==> src/design/poe_ram.sv <==
// Generic single-write, single-read RAM with a registered read port.
// No dependencies.
`default_nettype none

module poe_ram #(
    parameter int WIDTH = 48,
    parameter int DEPTH = 64
) (
    input  wire logic                     clk,
    input  wire logic                     we,
    input  wire logic [$clog2(DEPTH)-1:0] waddr,
    input  wire logic [WIDTH-1:0]         wdata,
    input  wire logic [$clog2(DEPTH)-1:0] raddr,
    output logic      [WIDTH-1:0]         rdata
);

    logic [WIDTH-1:0] mem [DEPTH];

    always_ff @(posedge clk)
    begin
        if (we)
        begin
            mem[waddr] <= wdata;
        end
        rdata <= mem[raddr];
    end

endmodule

`default_nettype wire

==> config.mk <==
export PLATFORM = sky130hd
export DESIGN_NAME = poe_ram
export DESIGN_NICKNAME = d
export VERILOG_FILES = /design/src/design/poe_ram.sv
export SDC_FILE = /design/constraint.sdc
export NUM_CORES = 2
export LEC_CHECK = 0
export BUFFER_PORTS_ARGS = -buffer_cell sky130_fd_sc_hd__buf_2
export CORE_MARGIN = 10
export CORE_UTILIZATION = 35
export CTS_CLUSTER_SIZE = 24
export DETAILED_ROUTE_END_ITERATION = 10
export GPL_TIMING_DRIVEN = 0
export PLACE_DENSITY = 0.61
export SYNTH_ARGS = -nofsm -noshare
export SYNTH_HDL_FRONTEND = slang
export SYNTH_SLANG_ARGS = --single-unit
==> constraint.sdc <==
create_clock -name clk -period 11.62 [get_ports clk]
set_input_delay 2.324 -clock clk [delete_from_list [all_inputs] [get_ports clk]]
set_output_delay 2.324 -clock clk [all_outputs]
set_load 0.01 [all_outputs]
==> flow_summary.ini <==
[route]
antenna_left = 0
dr.first_iter.drc_count = 8842
wl_per_cell_um = 33.7
dr.pass1.iters = 6
via_per_inst = 5.78
num_vias = 58800
drc = 0
drt-total-wl_um = 344000

[worst_setup_path]
cp-startpoint = raddr[3]
worstPathMaxFanout = 10
cp.required_ns = 12.28
cp.arrival_ns = 6.43
r2r-start = mem[41][43]$_DFFE_PP_
criticalPathCategory = in2reg
endpoint_kind = register
startpoint_type = input port

[synth]
synthCells = 4970
yosys.area_share.simple = 0.00957
synth_fa_ha_area_frac = 0
synth_edf_count = 3072
synth-seq-cells = 3120
syn_area_um2 = 117000
yosysWarningCount = 0
seq_area_frac_synth = 0.796
synth_compound_area_frac = 0.0302
synth.avg_cell_area_um2 = 23.6
yosysUniqueCellTypes = 36
synth_flop_cell = edfxtp_1
synth-xor-area-share = 0
synth_top_family_by_area = multiplexers
synthMuxAreaShare = 0.152
async_reset_ff_frac = 0
syn_nets = 5032

[global_route]
grt_usage = 0.187
grt_use_met3 = 0.0377
globalRouteOverflowTotal = 0
grt.met2_usage = 0.294
grt_max_degree = 65
grt_pass1_vias = 57800
use_met1 = 0.260
top_usage_layer = met2
grt_pass1_wl_um = 473000
grt_antenna_before_repair = 46

[timing]
clock.fmax_mhz = 173
slew_violations = 0
setup_viol = 0
finalHoldViolations = 0
fin_crit_ns = 5.76
finClkSkew_ns = 0.0474
worst_slew_pin_slew_ns = 1.48
relSlewSlack = 0.0137
final.setup.tns_ns = 0
fin_crit_sh = 0.496
rsz0062_at_grt = no

[clocking]
cts_made_buffers = 320
ctsResizeCount = 0
cts_tree = done
worstSkewPairLatency_ns = 0.88
h-tree-depth = 5
cts.sinks = 3120
holdBufCountCts = 0
cts_buffer_depth = 4
clk_pin_slew_ns = 0.06
root_buffer = clkbuf_16
postCtsSetupBuffers = 0

[layout]
drive_gt1_frac = 0.294
postLayoutCellArea_um2 = 137000
fin_nets = 5605
multi_input_area_um2 = 22900
fill_cells = 28500
syn_to_final_growth_pct = 16.8
seqCellArea_um2 = 93200

[pwr]
power.leakage_nw = 42.1
p_per_area_nw_per_um2 = 174
total_power_mw = 23.8
irDropWorstVdd_mv = 0.120

[floorplanning]
initial_utilization = 0.351
die_height_um = 598
io_pins = 110
fp.dieW_um = 598
row_count = 212
coreArea_um2 = 333000
die-area_um2 = 358000

[placement]
hpwl_um = 227000
portBuffers = 101
dpl_cell_area_um2 = 127000
routabilityCongestion = 0.788

[job]
max-cap-violations = 0

[worst_hold_path]
hold_class = reg2reg
hp-start = mem[48][12]$_DFFE_PP_

[status]
outcome = complete, no violations
[state kept, by name, summed over array words and instances (netlist names)]
signal	flops
mem	3072
rdata	48
[cell type report]
cell class                 instances  share of cell area
sequential                      3120               0.682
timing repair buffer             251              0.0257
clock buffer                     397              0.0627
multi-input combinational       1568               0.167
clock inverter                   166              0.0113
tap                             4387              0.0401
buffer                           282              0.0110
antenna                           10            0.000183
[synth_stat cells, types with 55 or more instances]
library cell	number	area, um2
edfxtp_1	3072	92200
mux4_2	754	17000
nor2_1	132	495
o22ai_1	122	763
buf_2	98	490
clkbuf_1	98	368
a221oi_1	83	727
a21oi_1	74	370
a22oi_1	72	541
mux2i_1	63	631
buf_4	62	465
a22o_1	57	499
nand2_1	55	206
[power by group]
part / switching, mW / total (mW) / internal [mW] / leakage [nW]
logic: 0.846 / 1.25 / 0.407 / 9.12
clock network: 4.29 / 10.1 / 5.82 / 4.93
registers: 0.0233 / 12.5 / 12.5 / 28.0
[metrics by stage]
step	setup slack, ns	utilization	std cells	hold slack (ns)
2_1_floorplan	5.01	-	4970	0.710
3_3_place_gp	-0.0412	0.369	9458	1.06
3_5_place_dp	5.00	0.380	9606	1.04
4_1_cts	5.91	0.410	10200	1.05
5_1_grt	5.82	0.410	10200	1.08
6_report	5.86	0.410	10200	1.02
[layout by cell type (no fill, tap or decap), drive strengths merged]
cell type / count
edfxtp: 3072
mux4: 754
clkbuf: 496
buf: 434
nor2: 132
o22ai: 122
clkinv: 121
a221oi: 83
a21oi: 74
a22oi: 72
mux2i: 63
a22o: 57
nand2: 55
dfxtp: 48
a211oi: 32
o221ai: 28
bufinv: 26
nor2b: 24
mux2: 12
a311oi: 11
clkinvlp: 11
diode: 10
nand2b: 10
inv: 8
nand3: 7
nand3b: 5
a31o: 5
or3b: 4
and2: 3
or2: 3
or3: 3
nor3: 3
nand4: 2
a311o: 1
a31oi: 1
and3: 1
nand4b: 1
[final timing paths]
path | cells after the start | slack [ns] | to
max | 7 | 5.86 | rdata[40]$_DFF_P_
min | 5 | 1.02 | rdata[12]$_DFF_P_
max reg2reg | 5 | 8.91 | rdata[43]$_DFF_P_
min reg2reg | 5 | 1.02 | rdata[12]$_DFF_P_
[cells by family (layout without fill, tap and decap cells)]
group | after synthesis | in the layout
flops | 3120 | 3120
simple gates | 253 | 253
buf+inv | 282 | 1096
compound gates | 486 | 486
mux | 829 | 829
other cells | 0 | 10
[routing by layer]
metal	wire length, um	vias up	share of wire
met2	161000	3438	0.47
li1	-	22700	-
met4	13000	26	0.038
met5	212	-	0.00062
met3	33300	636	0.097
met1	136000	32000	0.40
[critical path, stage by stage]
cell      delay [ns]
buf_2           0.21
clkbuf_1        0.51
and2_1          0.37
buf_2           0.60
clkbuf_1        1.13
a221oi_1        0.21
a221oi_1        1.04
Power figures use the tool's default switching activity.
