--- src/design/poe_fifo.sv ---
// Small register queue used between the front and back and on the result side.
// No dependencies.
`default_nettype none

module poe_fifo #(
    parameter int WIDTH = 8,
    parameter int DEPTH = 2
) (
    input  wire logic             clk,
    input  wire logic             rst_n,
    input  wire logic             wr,
    input  wire logic [WIDTH-1:0] din,
    output logic                  full,
    input  wire logic             rd,
    output logic      [WIDTH-1:0] dout,
    output logic                  empty
);

    localparam int PW = (DEPTH > 1) ? $clog2(DEPTH) : 1;
    localparam int NW = $clog2(DEPTH + 1);

    logic [WIDTH-1:0] data_reg [DEPTH];
    logic [PW-1:0]    wptr_reg, wptr_next;
    logic [PW-1:0]    rptr_reg, rptr_next;
    logic [NW-1:0]    cnt_reg, cnt_next;
    logic             do_wr, do_rd;

    always_comb
    begin
        full  = (cnt_reg == NW'(DEPTH));
        empty = (cnt_reg == '0);
        dout  = data_reg[rptr_reg];
        do_wr = wr && !full;
        do_rd = rd && !empty;
        wptr_next = wptr_reg;
        rptr_next = rptr_reg;
        cnt_next  = cnt_reg;
        if (do_wr)
        begin
            wptr_next = (wptr_reg == PW'(DEPTH - 1)) ? '0 : wptr_reg + 1'b1;
        end
        if (do_rd)
        begin
            rptr_next = (rptr_reg == PW'(DEPTH - 1)) ? '0 : rptr_reg + 1'b1;
        end
        if (do_wr && !do_rd)
        begin
            cnt_next = cnt_reg + 1'b1;
        end
        else if (do_rd && !do_wr)
        begin
            cnt_next = cnt_reg - 1'b1;
        end
    end

    always_ff @(posedge clk or negedge rst_n)
    begin
        if (!rst_n)
        begin
            wptr_reg <= '0;
            rptr_reg <= '0;
            cnt_reg  <= '0;
        end
        else
        begin
            wptr_reg <= wptr_next;
            rptr_reg <= rptr_next;
            cnt_reg  <= cnt_next;
        end
    end

    always_ff @(posedge clk)
    begin
        if (do_wr)
        begin
            data_reg[wptr_reg] <= din;
        end
    end

endmodule

`default_nettype wire

--- config.mk ---
export PLATFORM = sky130hd
export DESIGN_NAME = poe_fifo
export DESIGN_NICKNAME = d
export VERILOG_FILES = /design/src/design/poe_fifo.sv
export SDC_FILE = /design/constraint.sdc
export NUM_CORES = 1
export LEC_CHECK = 0
export ABC_AREA = 1
export BUFFER_PORTS_ARGS = -buffer_cell sky130_fd_sc_hd__buf_4
export CAP_MARGIN = 20
export CORE_MARGIN = 8
export CORE_UTILIZATION = 43
export CTS_BUF_LIST = sky130_fd_sc_hd__clkbuf_16
export DETAILED_ROUTE_END_ITERATION = 8
export PLACE_DENSITY_LB_ADDON = 0.3
export SYNTH_ARGS = -nofsm -noshare
export SYNTH_HDL_FRONTEND = slang
export SYNTH_SLANG_ARGS = --single-unit
--- constraint.sdc ---
create_clock -name clk -period 1.7 [get_ports clk]
set_input_delay 0.085 -clock clk [delete_from_list [all_inputs] [get_ports clk]]
set_output_delay 0.085 -clock clk [all_outputs]
set_load 0.02 [all_outputs]
==> reports/results.ini <==
[status]
status=completed

[sta]
hold_slack_ns=0.0242
timing.fmax_mhz=699
max_slew_margin=0.767
skew_ns=0.00212
rsz0062_at_grt=false
tns_ns=0
period_share=0.842
period_needed_ns=1.43
tightest_slew_ns=0.349
drv_slew=0
finalHoldViolCount=0
finalSetupViolations=0

[clock_tree]
cts_setup_buffers=0
clock_latency_ns=0.24
postCtsHoldBufs=1
cts_tree=yes
cts_root_buf=clkbuf_16
clockBufferDepth=2
numCtsBuffers=3
cts_sinks=20
clk_pin_slew_ns=0.05
cts_max_level=1
cts_resized=0

[setup_path]
critPathMaxFanout=7
regToRegEndpoint=cnt_reg[1]
slowest_stage=dfrtp_1
crit_family=flip-flops
startpoint_type=register
crit_end=cnt_reg[1]
worstReg2RegStart=cnt_reg[0]
slowest_delay_ns=0.45
worstPathRequired_ns=1.83
arrival_ns=1.57
cp_common_cell=nand2_1
r2r_slack_ns=0.27
startpoint=cnt_reg[0]
reg2reg_depth=6
crit_type=register to register
critical_path_cell_count=6
cp.buffers_inverters=1
path_cells=o21ai_0, ha_1, inv_1, nand3_1, nand2_1, nand2_1
endpoint_kind=register

[final_layout]
antenna_cells=0
drive_gt1_frac=0.283
largest_reg_flops=16
final.fill_count=141
multi_input_area_um2=194
regArea_um2=581
layout_common_cells=33 x nand2_1, 22 x buf_4, 16 x edfxtp_1
syn_to_final_growth_pct=34.6
final_common_cell=nand2_1
fin_area_um2=1090
fin_nets=113

[global_routing]
grt_pass1_vias=561
grt_pass1_wl_mm=2.30
overflow=0
grt_use_total=0.0869
grt_antenna_before_repair=0
grt_max_degree=12

[pwr]
pwr-share-comb=0.382
p_leak_nw=0.509
power.total_w=0.00201
ir_drop_mv=1.10
pwr_density_cell_nw_per_um2=1840
pwr-share-seq=0.387
p_sw_frac=0.353
internal-power_w=0.00130
p_switching_w=0.000709
p_clk_frac=0.231

[synth]
synth_top_area_cell=edfxtp_1
postSynthCellCount=73
yosysUniqueCellTypes=14
synth-warning-count=0
synth_nets=86
syn_area_per_cell_um2=11.1
synth_area_um2=810
synth_top_area_share=0.594
seq_area_frac_synth=0.717
synthTopCellsByArea=edfxtp_1 59%, nand2_1 15%, dfrtp_1 12%
yosys_register_bits=20

[die]
std_cell_rows=15
dieArea_um2=3530
die_w_um=59.4
io_pins=22
die_h_um=59.4
fp.coreArea_um2=1750
initial_utilization=0.464

[routing]
wl_per_cell_um=11.6
drtAntennaViolNets=0
route.detailed.drc=0
drt-initial-drc-count=4
first_pass_iters=4
drt_wl_total_mm=1.44
vias=550
vias_per_cell=4.44

[placement]
port-buffer-count=21
hpwl_mm=1.09
dpl_cell_area_um2=1000
gp_congestion=0.860

[job]
drv_cap=0

[worst_hold_path]
hold_class=primary input to register

## metrics by stage
step	instances	util	worst slack (ns)
final	124	0.624	0.269
after detailed placement	119	0.573	0.305
after global placement	119	0.573	0.302
after global routing	124	0.624	0.223
after CTS	124	0.624	0.294
after floorplan	73	-	0.301
## kinds of logic (layout without fill, tap and decap cells)
| group | count (synthesis) | after routing | synth area share |
|---|---|---|---|
| simple gates | 40 | 40 | 0.201 |
| flops | 20 | 20 | 0.717 |
| buf+inv | 9 | 35 | 0.0433 |
| compound gates | 2 | 2 | 0.0124 |
| fa+ha+maj | 1 | 1 | 0.0155 |
| xor+xnor | 1 | 1 | 0.0108 |
## cells in the mapped netlist (all sizes together)
| master | n |
|---|---|
| nand4 | 1 |
| edfxtp | 16 |
| xnor2 | 1 |
| dfrtp | 4 |
| ha | 1 |
| nand3 | 1 |
| buf | 1 |
| inv | 8 |
| nand3b | 1 |
| nand2 | 33 |
| nor2 | 4 |
| o21ai | 2 |
## final cells by class
type / count / area share
Clock buffer: 3 / 0.0689
Clock inverter: 1 / 0.00344
Inverter: 8 / 0.0276
Multi-Input combinational cell: 44 / 0.178
Sequential cell: 20 / 0.533
Tap cell: 25 / 0.0287
Timing Repair Buffer: 23 / 0.161
## power by group through the flow
| stage | clock network [W] | registers, W | logic, W |
|---|---|---|---|
| finish | 0.000464 | 0.000776 | 0.000766 |
| global route | 0.000498 | 0.000792 | 0.000837 |
| CTS | 0.000473 | 0.000778 | 0.000780 |
| detailed placement | 0 | 0.000787 | 0.000775 |
| global placement | 0 | 0.000782 | 0.000761 |
| floorplan | 0 | 0.000738 | 0.000508 |
## worst min path at each step
stage | startpoint | end | cells after the start
6_report | din[4] | data_reg[0][4] | 1
5_1_grt | din[4] | data_reg[1][4] | 1
4_1_cts | din[4] | data_reg[0][4] | 1
3_5_place_dp | rst_n | cnt_reg[1] | 1
3_3_place_gp | rst_n | cnt_reg[0] | 1
2_1_floorplan | rst_n | cnt_reg[0] | 0
## metal layers
layer,track usage,wire [um],up-vias
met4,0.0307,10,0
met3,0.0434,113,2
met2,0.153,666,14
li1,-,-,288
met5,0,0,-
met1,0.0854,645,246
Power figures use the tool's default switching activity.
