==> src/design/poe_pkg.sv <==
// Types, constants and helper functions of the polygon offset block.
// No dependencies; the divider, square root, front, back, top and checker refer to it by scoped names.
`default_nettype none

package poe_pkg;

    localparam int COORD_W = 24;
    localparam int DIST_W = 8;
    localparam int DIV_NUM_W = 48;
    localparam int DIV_DEN_W = 32;
    localparam int DIV_STEPS = 48;
    localparam int SQRT_IN_W = 52;
    localparam int SQRT_OUT_W = 26;
    localparam int SQRT_STEPS = 26;

    localparam logic [1:0] STATUS_OK       = 2'd0;
    localparam logic [1:0] STATUS_DEGEN    = 2'd1;
    localparam logic [1:0] STATUS_OVERFLOW = 2'd2;

    localparam logic signed [49:0] CMAX = 50'sd8388607;
    localparam logic signed [49:0] CMIN = -50'sd8388608;

    // While the larger magnitude is below this, both are doubled before the square root.
    localparam logic [24:0] NORM_MIN = 25'd8388608;

    typedef struct packed {
        logic signed [COORD_W-1:0] out_x;
        logic signed [COORD_W-1:0] out_y;
        logic                      last_out;
        logic [1:0]                status;
    } poe_result_t;

    typedef enum logic [4:0] {
        B_IDLE,
        B_RDA,
        B_RDB,
        B_RDW,
        B_U_START,
        B_U_NORM,
        B_U_SQ1,
        B_U_SQ2,
        B_U_SQRT,
        B_U_DIVX,
        B_U_DIVY,
        B_PREV_DONE,
        B_CUR_DONE,
        B_O_DONE,
        B_DOT1,
        B_DOT2,
        B_OFS_X,
        B_OFS_Y,
        B_EMIT
    } poe_bstate_t;

    typedef enum logic [1:0] {
        RET_PREV,
        RET_CUR,
        RET_O
    } poe_ret_t;

    function automatic logic signed [COORD_W-1:0] sat24(input logic signed [49:0] v);
        logic signed [COORD_W-1:0] r;
        if (v > CMAX)
        begin
            r = 24'sh7FFFFF;
        end
        else if (v < CMIN)
        begin
            r = 24'sh800000;
        end
        else
        begin
            r = v[COORD_W-1:0];
        end
        return r;
    endfunction

endpackage

`default_nettype wire

==> src/design/poe_front.sv <==
// Front end: takes vertex requests, writes up to MAX_POINTS of them to the vertex store
// and queues one job per polygon, with an overflow flag. Depends on poe_pkg.
`default_nettype none

module poe_front #(
    parameter int MAX_POINTS = 64
) (
    input  wire logic                                   clk,
    input  wire logic                                   rst_n,
    input  wire logic                                   push,
    input  wire logic signed [poe_pkg::COORD_W-1:0]     point_x,
    input  wire logic signed [poe_pkg::COORD_W-1:0]     point_y,
    input  wire logic                                   last_point,
    output logic                                        full,
    input  wire logic                                   job_full,
    output logic                                        job_push,
    output logic [$clog2(MAX_POINTS+1):0]               job_data,
    output logic                                        ram_we,
    output logic [$clog2(MAX_POINTS)-1:0]               ram_waddr,
    output logic [2*poe_pkg::COORD_W-1:0]               ram_wdata,
    input  wire logic                                   done
);

    localparam int AW = $clog2(MAX_POINTS);
    localparam int CW = $clog2(MAX_POINTS + 1);

    logic [CW-1:0] count_reg, count_next;
    logic          ovf_reg, ovf_next;
    logic          busy_reg, busy_next;
    logic          acc, stored;
    logic [CW-1:0] cnt_inc;
    logic          ovf_inc;

    always_comb
    begin
        full      = busy_reg || job_full;
        acc       = push && !full;
        stored    = (count_reg < CW'(MAX_POINTS));
        ram_we    = acc && stored;
        ram_waddr = count_reg[AW-1:0];
        ram_wdata = {point_x, point_y};
        cnt_inc   = stored ? count_reg + 1'b1 : count_reg;
        ovf_inc   = ovf_reg || !stored;
        job_push  = 1'b0;
        job_data  = {ovf_inc, cnt_inc};
        count_next = count_reg;
        ovf_next   = ovf_reg;
        busy_next  = busy_reg;
        if (acc)
        begin
            if (last_point)
            begin
                // The store stays owned by the back end until it reports done.
                job_push   = 1'b1;
                count_next = '0;
                ovf_next   = 1'b0;
                busy_next  = 1'b1;
            end
            else
            begin
                count_next = cnt_inc;
                ovf_next   = ovf_inc;
            end
        end
        if (done)
        begin
            busy_next = 1'b0;
        end
    end

    always_ff @(posedge clk or negedge rst_n)
    begin
        if (!rst_n)
        begin
            count_reg <= '0;
            ovf_reg   <= 1'b0;
            busy_reg  <= 1'b0;
        end
        else
        begin
            count_reg <= count_next;
            ovf_reg   <= ovf_next;
            busy_reg  <= busy_next;
        end
    end

endmodule

`default_nettype wire

==> config.mk <==
export PLATFORM = sky130hd
export DESIGN_NAME = poe_front
export DESIGN_NICKNAME = d
export VERILOG_FILES = /design/src/design/poe_pkg.sv /design/src/design/poe_front.sv
export SDC_FILE = /design/constraint.sdc
export NUM_CORES = 1
export LEC_CHECK = 0
export BUFFER_PORTS_ARGS = -buffer_cell sky130_fd_sc_hd__buf_2
export CAP_MARGIN = 20
export CELL_PAD_IN_SITES_DETAIL_PLACEMENT = 0
export CELL_PAD_IN_SITES_GLOBAL_PLACEMENT = 1
export CORE_ASPECT_RATIO = 0.9
export CORE_MARGIN = 10
export CORE_UTILIZATION = 21
export CTS_CLUSTER_SIZE = 30
export DETAILED_ROUTE_END_ITERATION = 16
export GPL_TIMING_DRIVEN = 0
export MAX_ROUTING_LAYER = met4
export PLACE_DENSITY_LB_ADDON = 0.1
export SYNTH_ARGS = -nofsm -noshare
export SYNTH_HDL_FRONTEND = slang
export SYNTH_SLANG_ARGS = --single-unit
==> constraint.sdc <==
create_clock -name clk -period 1.75 [get_ports clk]
set_input_delay 0.175 -clock clk [delete_from_list [all_inputs] [get_ports clk]]
set_output_delay 0.175 -clock clk [all_outputs]
set_load 0.05 [all_outputs]
==> PnR_summary.wiki, run 1 <==
{| class="wikitable"
! Metric !! Value
|-
| Most used cells in the layout excluding fill and tap cells || buf_2, buf_4, dfrtp_1
|-
| Fraction of final layout cells with drive strength greater than 1 || 77.4%
|-
| Ys Warns || 0
|-
| Via count of the first global-routing pass || around 1,100
|-
| Layout-stage area growth over the synthesis result || 55.1%
|-
| Clock tree from TritonCTS || built
|-
| Initial antenna violation count || 0
|-
| Area of the core region || 4520 um2
|-
| Worst slew margin relative to its limit || 69.7%
|-
| Startpoint type of the worst setup path || flop
|-
| Run status || complete, no violations
|-
| Beginning of the critical path || busy_reg
|-
| Post-synthesis cell count || 110
|-
| Final design utilization || 34.0%
|-
| Max Cap Viol || 0
|-
| Worst reg2reg path startpoint || busy_reg
|-
| Netlist area before placement || 991 um2
|-
| Wire length of the first global-routing pass || 5120 um
|-
| DRC errors left || 0
|-
| Min Tclk post-route || about 1.7 ns
|-
| CP Data Arrival Time || 1.51 ns
|-
| Setup repair after global routing missed its margin || true
|-
| Global-route usage over all layers || 8.32%
|-
| Maximum clock skew at final layout || 0.00123 ns
|-
| Most frequent standard cell in the layout excluding fill and tap cells || buf_2
|-
| Peak ir drop on the vdd network || between 200 and 250 uV
|-
| Total of flip-flops plus latches after synthesis || 9
|-
| Portion of the clock cycle consumed by the worst path in the final layout || 96.2%
|-
| Worst hold-check path type || in -> reg
|-
| Total clock buffers created by CTS || 3
|-
| Detailed placer's ending HPWL || 3100 um
|-
| Clock root buffer || clkbuf_8
|-
| Port Buffer Count || slightly below 70
|-
| Required time at the endpoint of the critical path || approximately 1.6 ns
|-
| Height of the die || ~85 um
|-
| Avg WL per Cell || 14.0 um
|-
| Fin. max-slew vios || 0
|-
| Sequential share of the synthesized area || 22.7%
|-
| Routability cong. || 0.718
|-
| Clock slew at reported path FFs || 0.05 ns
|-
| DRT Pass-1 Iters || 3
|-
| Antenna-violating nets left || 0
|-
| Number of buffers on the longest clock path || 2
|-
| Detailed-routed wire length on met3 || 361 um
|-
| Floorplan row count || 23
|-
| Initial cell density of the core || 21.9%
|-
| Total Nets Final || ~240
|-
| Capturing element type of the critical path || primary output
|-
| Static Leak || 0.893 nW
|-
| Measured slew at the worst slew-check pin || 0.454 ns
|-
| Pin count of the biggest net entering global routing || 10
|-
| Largest register FFs || 7
|-
| ANT cells || 0
|-
| Depth of the CTS H-tree || 1
|-
| Vias per Instance || 3.77
|-
| IO Count || 119
|-
| Setup violations, final || 0
|-
| Total Power Consumption || 0.00126 W
|-
| Initial drt markers || 12
|-
| Total count of hold-check failures in the final report || 0
|-
| Clock Latency Late Sink || 0.23 ns
|-
| Maximum fanout encountered on the critical timing path || 9
|-
| DRT met1 WL || 1370 um
|-
| Number of distinct library cells after synthesis || 28
|-
| Net Count, Synth || 165
|-
| Via count of the routed design || 936
|-
| Top layer reached by signal wires || met4
|-
| Final global-route overflow total || 0
|-
| Total wire length after detailed routing || 3470 um
|-
| Die Span X || between 90 and 100 um
|-
| Category of the critical setup timing path || reg -> out
|-
| Launch point of the worst hold path || done
|-
| Mean instance size in the synthesized netlist || 9.01 um2
|-
| Met2 WL || about 1700 um
|-
| Floorplan die area || 7870 um2
|-
| CTS sink count || 9
|-
| PwrDens || a little over 800 nW/um2
|-
| Upper clock frequency limit || between 500 and 600 MHz
|}
==> final cells by class <==
type                            count  area, um2
Multi-Input combinational cell     40        358
Inverter                            3       11.3
Tap cell                           62       77.6
Buffer                             58        433
Fill cell                         482       2980
Sequential cell                     9        228
Clock buffer                        4       45.0
Timing Repair Buffer               72        384
==> timing repair <==
action                                 in CTS  in global routing
pin swaps                                   0                  0
hold buffers                                1                  0
buffers inserted                            0                  2
gates resized for setup                     4                  7
endpoints found under the hold margin       9                  0
setup endpoints to repair                   2                  6
==> cell families (layout without fill, tap and decap cells) <==
family | count (synthesis) | in the layout | synth area share [%]
xor gates and xnor gates | 5 | 5 | 4.42
AOI/OAI and AO/OA | 11 | 11 | 10.5
muxes | 1 | 1 | 1.14
adders and majority gates | 1 | 1 | 1.26
buffers and inverters | 61 | 137 | 44.8
and+or+nand+nor | 22 | 22 | 15.2
DFF | 9 | 9 | 22.7
==> path summary, 6_finish.rpt <==
path,endpoint,slack (ns),depth (start not counted)
setup / recovery,ram_we,0.07,4
hold / removal,busy_reg,0.09,2
setup reg to reg,count_reg[3],0.37,4
hold reg to reg,ovf_reg,0.53,2
max in group asynchronous,count_reg[1],1.20,2
min in group asynchronous,count_reg[5],0.34,2
==> power by group <==
group	internal, W	switching [W]
sequential	0.000232	0.0000441
combinational	0.000233	0.000506
clock	0.000159	0.0000851
==> synthesized netlist by cell type <==
cell      instances  share of area, %
buf_6             1               1.1
nand2b_1          1              0.63
nand2_1           6               2.3
dfrtp_1           9                23
mux2_2            1               1.1
nor3b_2           1               1.3
inv_1             3               1.1
o311ai_1          1              0.88
or2_2             1              0.63
buf_2             1              0.50
a21oi_1           2               1.0
xnor2_1           5               4.4
nor2_1            5               1.9
o41ai_2           1               1.6
a22oi_4           1               2.1
buf_4            55                42
nor4b_2           1               1.5
nand4b_4          1               2.4
a41o_1            1               1.0
o211a_1           1               1.0
clkbuf_1          1              0.38
a22o_1            2               1.8
nor2b_1           2               1.3
and2_1            1              0.63
o21ai_1           2               1.0
nand4b_1          2               1.8
or3b_1            1              0.88
ha_1              1               1.3
==> worst max-delay path, cell delays in order (launching register included) <==
cell and delay [ns]:
dfrtp_1 0.45, or3b_1 0.39, buf_6 0.16, nor2_1 0.08
buf_4 0.20
==> stage by stage <==
stage	hold WS, ns	TNS (ns)	setup slack (ns)	cells	area [um2]
6_report	0.0910	0	0.0670	248	1540
5_1_grt	0.0888	-0.0194	-0.0171	248	1540
4_1_cts	0.0860	0	0.0165	246	1500
3_5_place_dp	0.0478	0	0.117	241	1440
3_3_place_gp	0.0459	0	0.142	241	1440
2_1_floorplan	-0.121	0	0.0131	110	1010
==> routing by layer <==
metal | GRT usage [%] | vias up
li1 | - | 457
met1 | 8.55 | 408
met2 | 14.0 | 69
met3 | 4.58 | 2
met4 | 1.12 | 0
met5 | - | -
No activity file was read; power rests on OpenSTA's default activity.
==> inputs of run 2 (changes only) <==
- PLACE_DENSITY: default -> 0.79
- PLACE_DENSITY_LB_ADDON: 0.1 -> default
==> PnR_summary.wiki, run 2 (synthesis results as in run 1) <==
{| class="wikitable"
! Metric !! Value
|-
| Run status || complete, no violations
|-
| Worst reg2reg path startpoint || busy_reg
|-
| Die Span X || 92.4 um
|-
| Peak ir drop on the vdd network || 321 uV
|-
| Maximum clock skew at final layout || around 0.0043 ns
|-
| GR Util met3 || around 4.8%
|-
| Floorplan row count || 23
|-
| Via count of the routed design || 939
|-
| Initial cell density of the core || 21.9%
|-
| Most frequent standard cell in the layout excluding fill and tap cells || buf_2
|-
| Multi-input gate area in the final layout || ~360 um2
|-
| Category of the critical setup timing path || reg -> out
|-
| Global-route usage over all layers || 7.81%
|-
| Maximum fanout encountered on the critical timing path || 9
|-
| Worst hold-check path type || in -> reg
|-
| Min Tclk post-route || 1.69 ns
|-
| Sequential cell area || 228 um2
|-
| Most used cells in the layout excluding fill and tap cells || buf_2, buf_4, dfrtp_1
|-
| Number of fillers in the final layout || 498
|-
| Total count of hold-check failures in the final report || 0
|-
| Antenna-violating nets left || 0
|-
| Worst slew margin relative to its limit || 66.4%
|-
| Measured slew at the worst slew-check pin || 0.504 ns
|-
| Clock tree from TritonCTS || built
|-
| Worst hold margin || a little under 0.09 ns
|-
| Pin count of the biggest net entering global routing || 10
|-
| Final global-route overflow total || 0
|-
| Port Buffer Count || just under 70
|-
| Total clock buffers created by CTS || 3
|-
| Launch point of the worst hold path || done
|-
| CTS sink count || 9
|-
| PwrDens || 821 nW/um2
|-
| GRT met2 Usage || around 12%
|-
| Initial antenna violation count || 0
|-
| Detailed placer's ending HPWL || approximately 2900 um
|-
| Fin. max-slew vios || 0
|-
| Depth of the CTS H-tree || 1
|-
| Busiest grt layer || met2
|-
| Beginning of the critical path || busy_reg
|-
| Upper clock frequency limit || about 590 MHz
|-
| Largest register FFs || 7
|-
| Setup Total Neg Slack || 0 ns
|-
| Setup violations, final || 0
|-
| IO Count || 119
|-
| Static Leak || ~0.89 nW
|-
| Capturing element type of the critical path || primary output
|-
| ANT cells || 0
|-
| Initial drt markers || 24
|-
| Global routing met1 resource utilization || 8.43%
|-
| Total wire length after detailed routing || 3370 um
|-
| Startpoint type of the worst setup path || flop
|-
| Floorplan die area || 7870 um2
|-
| Via count of the first global-routing pass || 1,005
|-
| Register-to-Register Setup Slack || ~0.35 ns
|-
| DRC errors left || 0
|-
| Clock root buffer || clkbuf_8
|-
| Number of buffers on the longest clock path || 2
|-
| Wire length of the first global-routing pass || 4930 um
|-
| Total Nets Final || ~240
|-
| Required time at the endpoint of the critical path || 1.57 ns
|-
| Fraction of final layout cells with drive strength greater than 1 || 78.0%
|-
| Max Cap Viol || 0
|-
| Clock slew at reported path FFs || about 0.05 ns
|-
| Clock Latency Late Sink || 0.23 ns
|-
| Portion of the clock cycle consumed by the worst path in the final layout || 96.6%
|-
| Vias per Instance || 3.79
|-
| Avg WL per Cell || 13.6 um
|-
| CP Data Arrival Time || 1.52 ns
|-
| Setup repair after global routing missed its margin || false
|-
| Routability cong. || 0.789
|-
| Layout-stage area growth over the synthesis result || 55.1%
|-
| Height of the die || about 85 um
|-
| Area of the core region || 4520 um2
|-
| DRT Pass-1 Iters || 4
|}
-- run 2: cell types whose count changed in the layout (fill, tap and decap cells not counted), sizes merged --
cell / change
clkbuf: -1
buf: +1
-- run 2: power breakdown --
group | switching, W | internal (W) | total (W)
registers | 0.0000439 | 0.000232 | 0.000275
logic | 0.000508 | 0.000231 | 0.000739
clock network | 0.0000883 | 0.000159 | 0.000248
total | 0.000640 | 0.000622 | 0.00126
-- run 2: layout make-up --
| cell class | instances | area share, % |
|---|---|---|
| timing repair buffer | 72 | 24.8 |
| inverter | 3 | 0.733 |
| clock buffer | 4 | 2.93 |
| sequential | 9 | 14.8 |
| tap | 62 | 5.05 |
| buffer | 58 | 28.2 |
| multi-input combinational | 40 | 23.5 |
-- run 2: path summary, 6_finish.rpt --
check | cells past startpoint | end
max | 4 | ram_we
min | 2 | busy_reg
max reg2reg | 4 | count_reg[3]
min reg2reg | 2 | ovf_reg
max in group asynchronous | 2 | count_reg[0]
min in group asynchronous | 2 | count_reg[6]
-- run 2: timing repair --
item / in CTS / in global routing
hold endpoints to repair: 9 / 0
resized for setup: 3 / 8
hold buffers: 1 / 0
endpoints found under the setup margin: 2 / 6
buffers inserted: 0 / 2
-- run 2: critical path: stages, from the launching register on --
cell     delay (ns)
dfrtp_1        0.45
or3b_1         0.39
buf_6          0.16
nor2_1         0.08
buf_4          0.20
-- run 2: per-stage QoR --
| step | area, um2 | util (%) | total power [W] | instances | setup slack, ns |
|---|---|---|---|---|---|
| floorplan | 1010 | - | 0.000873 | 110 | 0.0131 |
| global placement | 1440 | 31.8 | 0.00101 | 241 | 0.153 |
| detailed placement | 1440 | 31.8 | 0.00101 | 241 | 0.135 |
| CTS | 1500 | 33.2 | 0.00127 | 246 | 0.00730 |
| global route | 1540 | 34.0 | 0.00132 | 248 | 0.00448 |
| finish | 1540 | 34.0 | 0.00126 | 248 | 0.0599 |
-- run 2: metal layers --
layer | share of wire [%] | up-vias
met5 | 0 | -
met4 | 0.30 | 0
met3 | 13 | 2
met2 | 48 | 69
met1 | 39 | 412
li1 | - | 456
==> inputs of run 3 (changes only) <==
- CORE_UTILIZATION: 21 -> 22
- PLACE_DENSITY: 0.79 -> 0.82
- clock period: 1.75 -> 2.1 ns (I/O delays scaled with it)
==> PnR_summary.wiki, run 3 (synthesis results as in run 1) <==
{| class="wikitable"
! Metric !! Value
|-
| Run status || complete, no violations
|-
| Final global-route overflow total || 0
|-
| Worst slew margin relative to its limit || about 70%
|-
| Upper clock frequency limit || 541 MHz
|-
| Number of buffers inserted by hold repair at cts || 1
|-
| Fin. max-slew vios || 0
|-
| Area of the core region || 4400 um2
|-
| Portion of the clock cycle consumed by the worst path in the final layout || 88.1%
|-
| Static Leak || 0.863 nW
|-
| Reg power frac || 21.9%
|-
| Setup violations, final || 0
|-
| NetSw || 0.000529 W
|-
| Vias per Instance || 3.63
|-
| CP Data Arrival Time || 1.64 ns
|-
| Most used cells in the layout excluding fill and tap cells || buf_2, buf_4, dfrtp_1
|-
| Max Cap Viol || 0
|-
| DRC errors left || 0
|-
| Layout-stage area growth over the synthesis result || 48.2%
|-
| CP max stage cell || dfrtp_1
|-
| Clock slew at reported path FFs || 0.05 ns
|-
| Maximum fanout encountered on the critical timing path || 9
|-
| Via count of the routed design || 893
|-
| Worst path top cell family by delay || buffers and inverters
|-
| Largest register FFs || 7
|-
| Share of total power consumed by net switching || 51.1%
|-
| Floorplan die area || 7590 um2
|-
| DRT Pass-1 Iters || 4
|-
| Floorplan row count || 23
|-
| Port Buffer Count || 69
|-
| Depth of the CTS H-tree || 1
|-
| Most frequent standard cell in the layout excluding fill and tap cells || buf_2
|-
| Min Tclk post-route || 1.85 ns
|-
| Fraction of final layout cells with drive strength greater than 1 || 73.9%
|-
| Measured slew at the worst slew-check pin || 0.441 ns
|-
| Peak ir drop on the vdd network || 204 uV
|-
| Initial drt markers || 25
|-
| IO Count || 119
|-
| Capturing element type of the critical path || primary output
|-
| Initial antenna violation count || 0
|-
| Via count of the first global-routing pass || 1,032
|-
| Antenna-violating nets left || 0
|-
| Startpoint type of the worst setup path || flop
|-
| Pin count of the biggest net entering global routing || 10
|-
| Global-route usage over all layers || roughly 8.5%
|-
| Worst hold-check path type || in -> reg
|-
| Category of the critical setup timing path || reg -> out
|-
| Height of the die || 83.7 um
|-
| Clock root buffer || clkbuf_8
|-
| Initial cell density of the core || 22.5%
|-
| Number of buffers inserted to repair setup after CTS || 0
|-
| Routability cong. || 0.748
|-
| Total Nets Final || 240
|-
| Final design utilization || 33.4%
|-
| Required time at the endpoint of the critical path || between 1.5 and 2 ns
|-
| Avg WL per Cell || roughly 13 um
|-
| ANT cells || 0
|-
| Most Frequent Cell on Critical Path || buf_2
|-
| Worst Path Buf+Inv || 2
|-
| Critical Path, Cell by Cell || buf_2 -> nand4b_4 -> nor2b_1 -> xnor2_1 -> buf_2
|-
| Total clock buffers created by CTS || 3
|-
| Setup repair after global routing missed its margin || false
|-
| Setup Total Neg Slack || 0 ns
|-
| Clock tree from TritonCTS || built
|-
| Combinational share of power || 57.9%
|-
| Critical path's largest stage delay || 0.35 ns
|-
| Total wire length after detailed routing || 3230 um
|-
| Internal power contribution || 0.000506 W
|-
| Total count of hold-check failures in the final report || 0
|-
| Number of buffers on the longest clock path || 2
|-
| Wire length of the first global-routing pass || around 5000 um
|-
| Total Power Consumption || 0.00104 W
|-
| Detailed placer's ending HPWL || around 2800 um
|-
| Maximum clock skew at final layout || 0.00293 ns
|-
| Cts repair resizes || 0
|-
| Die Span X || 90.7 um
|-
| Clock share of power || 20.3%
|-
| Clock Latency Late Sink || 0.24 ns
|-
| CTS sink count || 9
|-
| PwrDens || 705 nW/um2
|}
-- run 3: power groups by stage --
stage / logic (W) / registers (W) / clock network (W)
2_1_floorplan: 0.000499 / 0.000221 / 0
3_3_place_gp: 0.000603 / 0.000228 / 0
3_5_place_dp: 0.000606 / 0.000229 / 0
4_1_cts: 0.000609 / 0.000227 / 0.000217
5_1_grt: 0.000634 / 0.000231 / 0.000226
6_report: 0.000599 / 0.000226 / 0.000210
-- run 3: path summary, 6_finish.rpt --
| check | startpoint | slack (ns) | cells past startpoint | to |
|---|---|---|---|---|
| setup / recovery | count_reg[6] | 0.25 | 5 | job_data[5] |
| hold / removal | done | 0.12 | 2 | busy_reg |
| setup reg to reg | busy_reg | 0.74 | 4 | count_reg[3] |
| hold reg to reg | ovf_reg | 0.53 | 2 | ovf_reg |
| max in group asynchronous | rst_n | 1.56 | 2 | count_reg[1] |
| min in group asynchronous | rst_n | 0.36 | 2 | count_reg[3] |
-- run 3: layout make-up --
class / count / area [um2]
buffer: 58 / 433
clock buffer: 4 / 45.0
inverter: 3 / 11.3
sequential: 9 / 225
tap: 62 / 77.6
fill: 480 / 2930
timing repair buffer: 70 / 355
multi-input combinational: 40 / 322
-- run 3: per-stage QoR --
stage | setup WS, ns | hold WS [ns] | instances | area, um2
after global placement | 0.507 | 0.0744 | 241 | 1410
final | 0.251 | 0.118 | 246 | 1470
after detailed placement | 0.500 | 0.0769 | 241 | 1410
after floorplan | 0.160 | -0.0856 | 110 | 991
after CTS | 0.229 | 0.116 | 246 | 1470
after global routing | 0.148 | 0.119 | 246 | 1470
-- run 3: routing by layer --
| layer | global-route usage [%] | share of wire [%] |
|---|---|---|
| met2 | 12.7 | 49 |
| met4 | 5.64 | 2.7 |
| met5 | - | 0 |
| met3 | 3.15 | 9.8 |
| met1 | 9.20 | 38 |
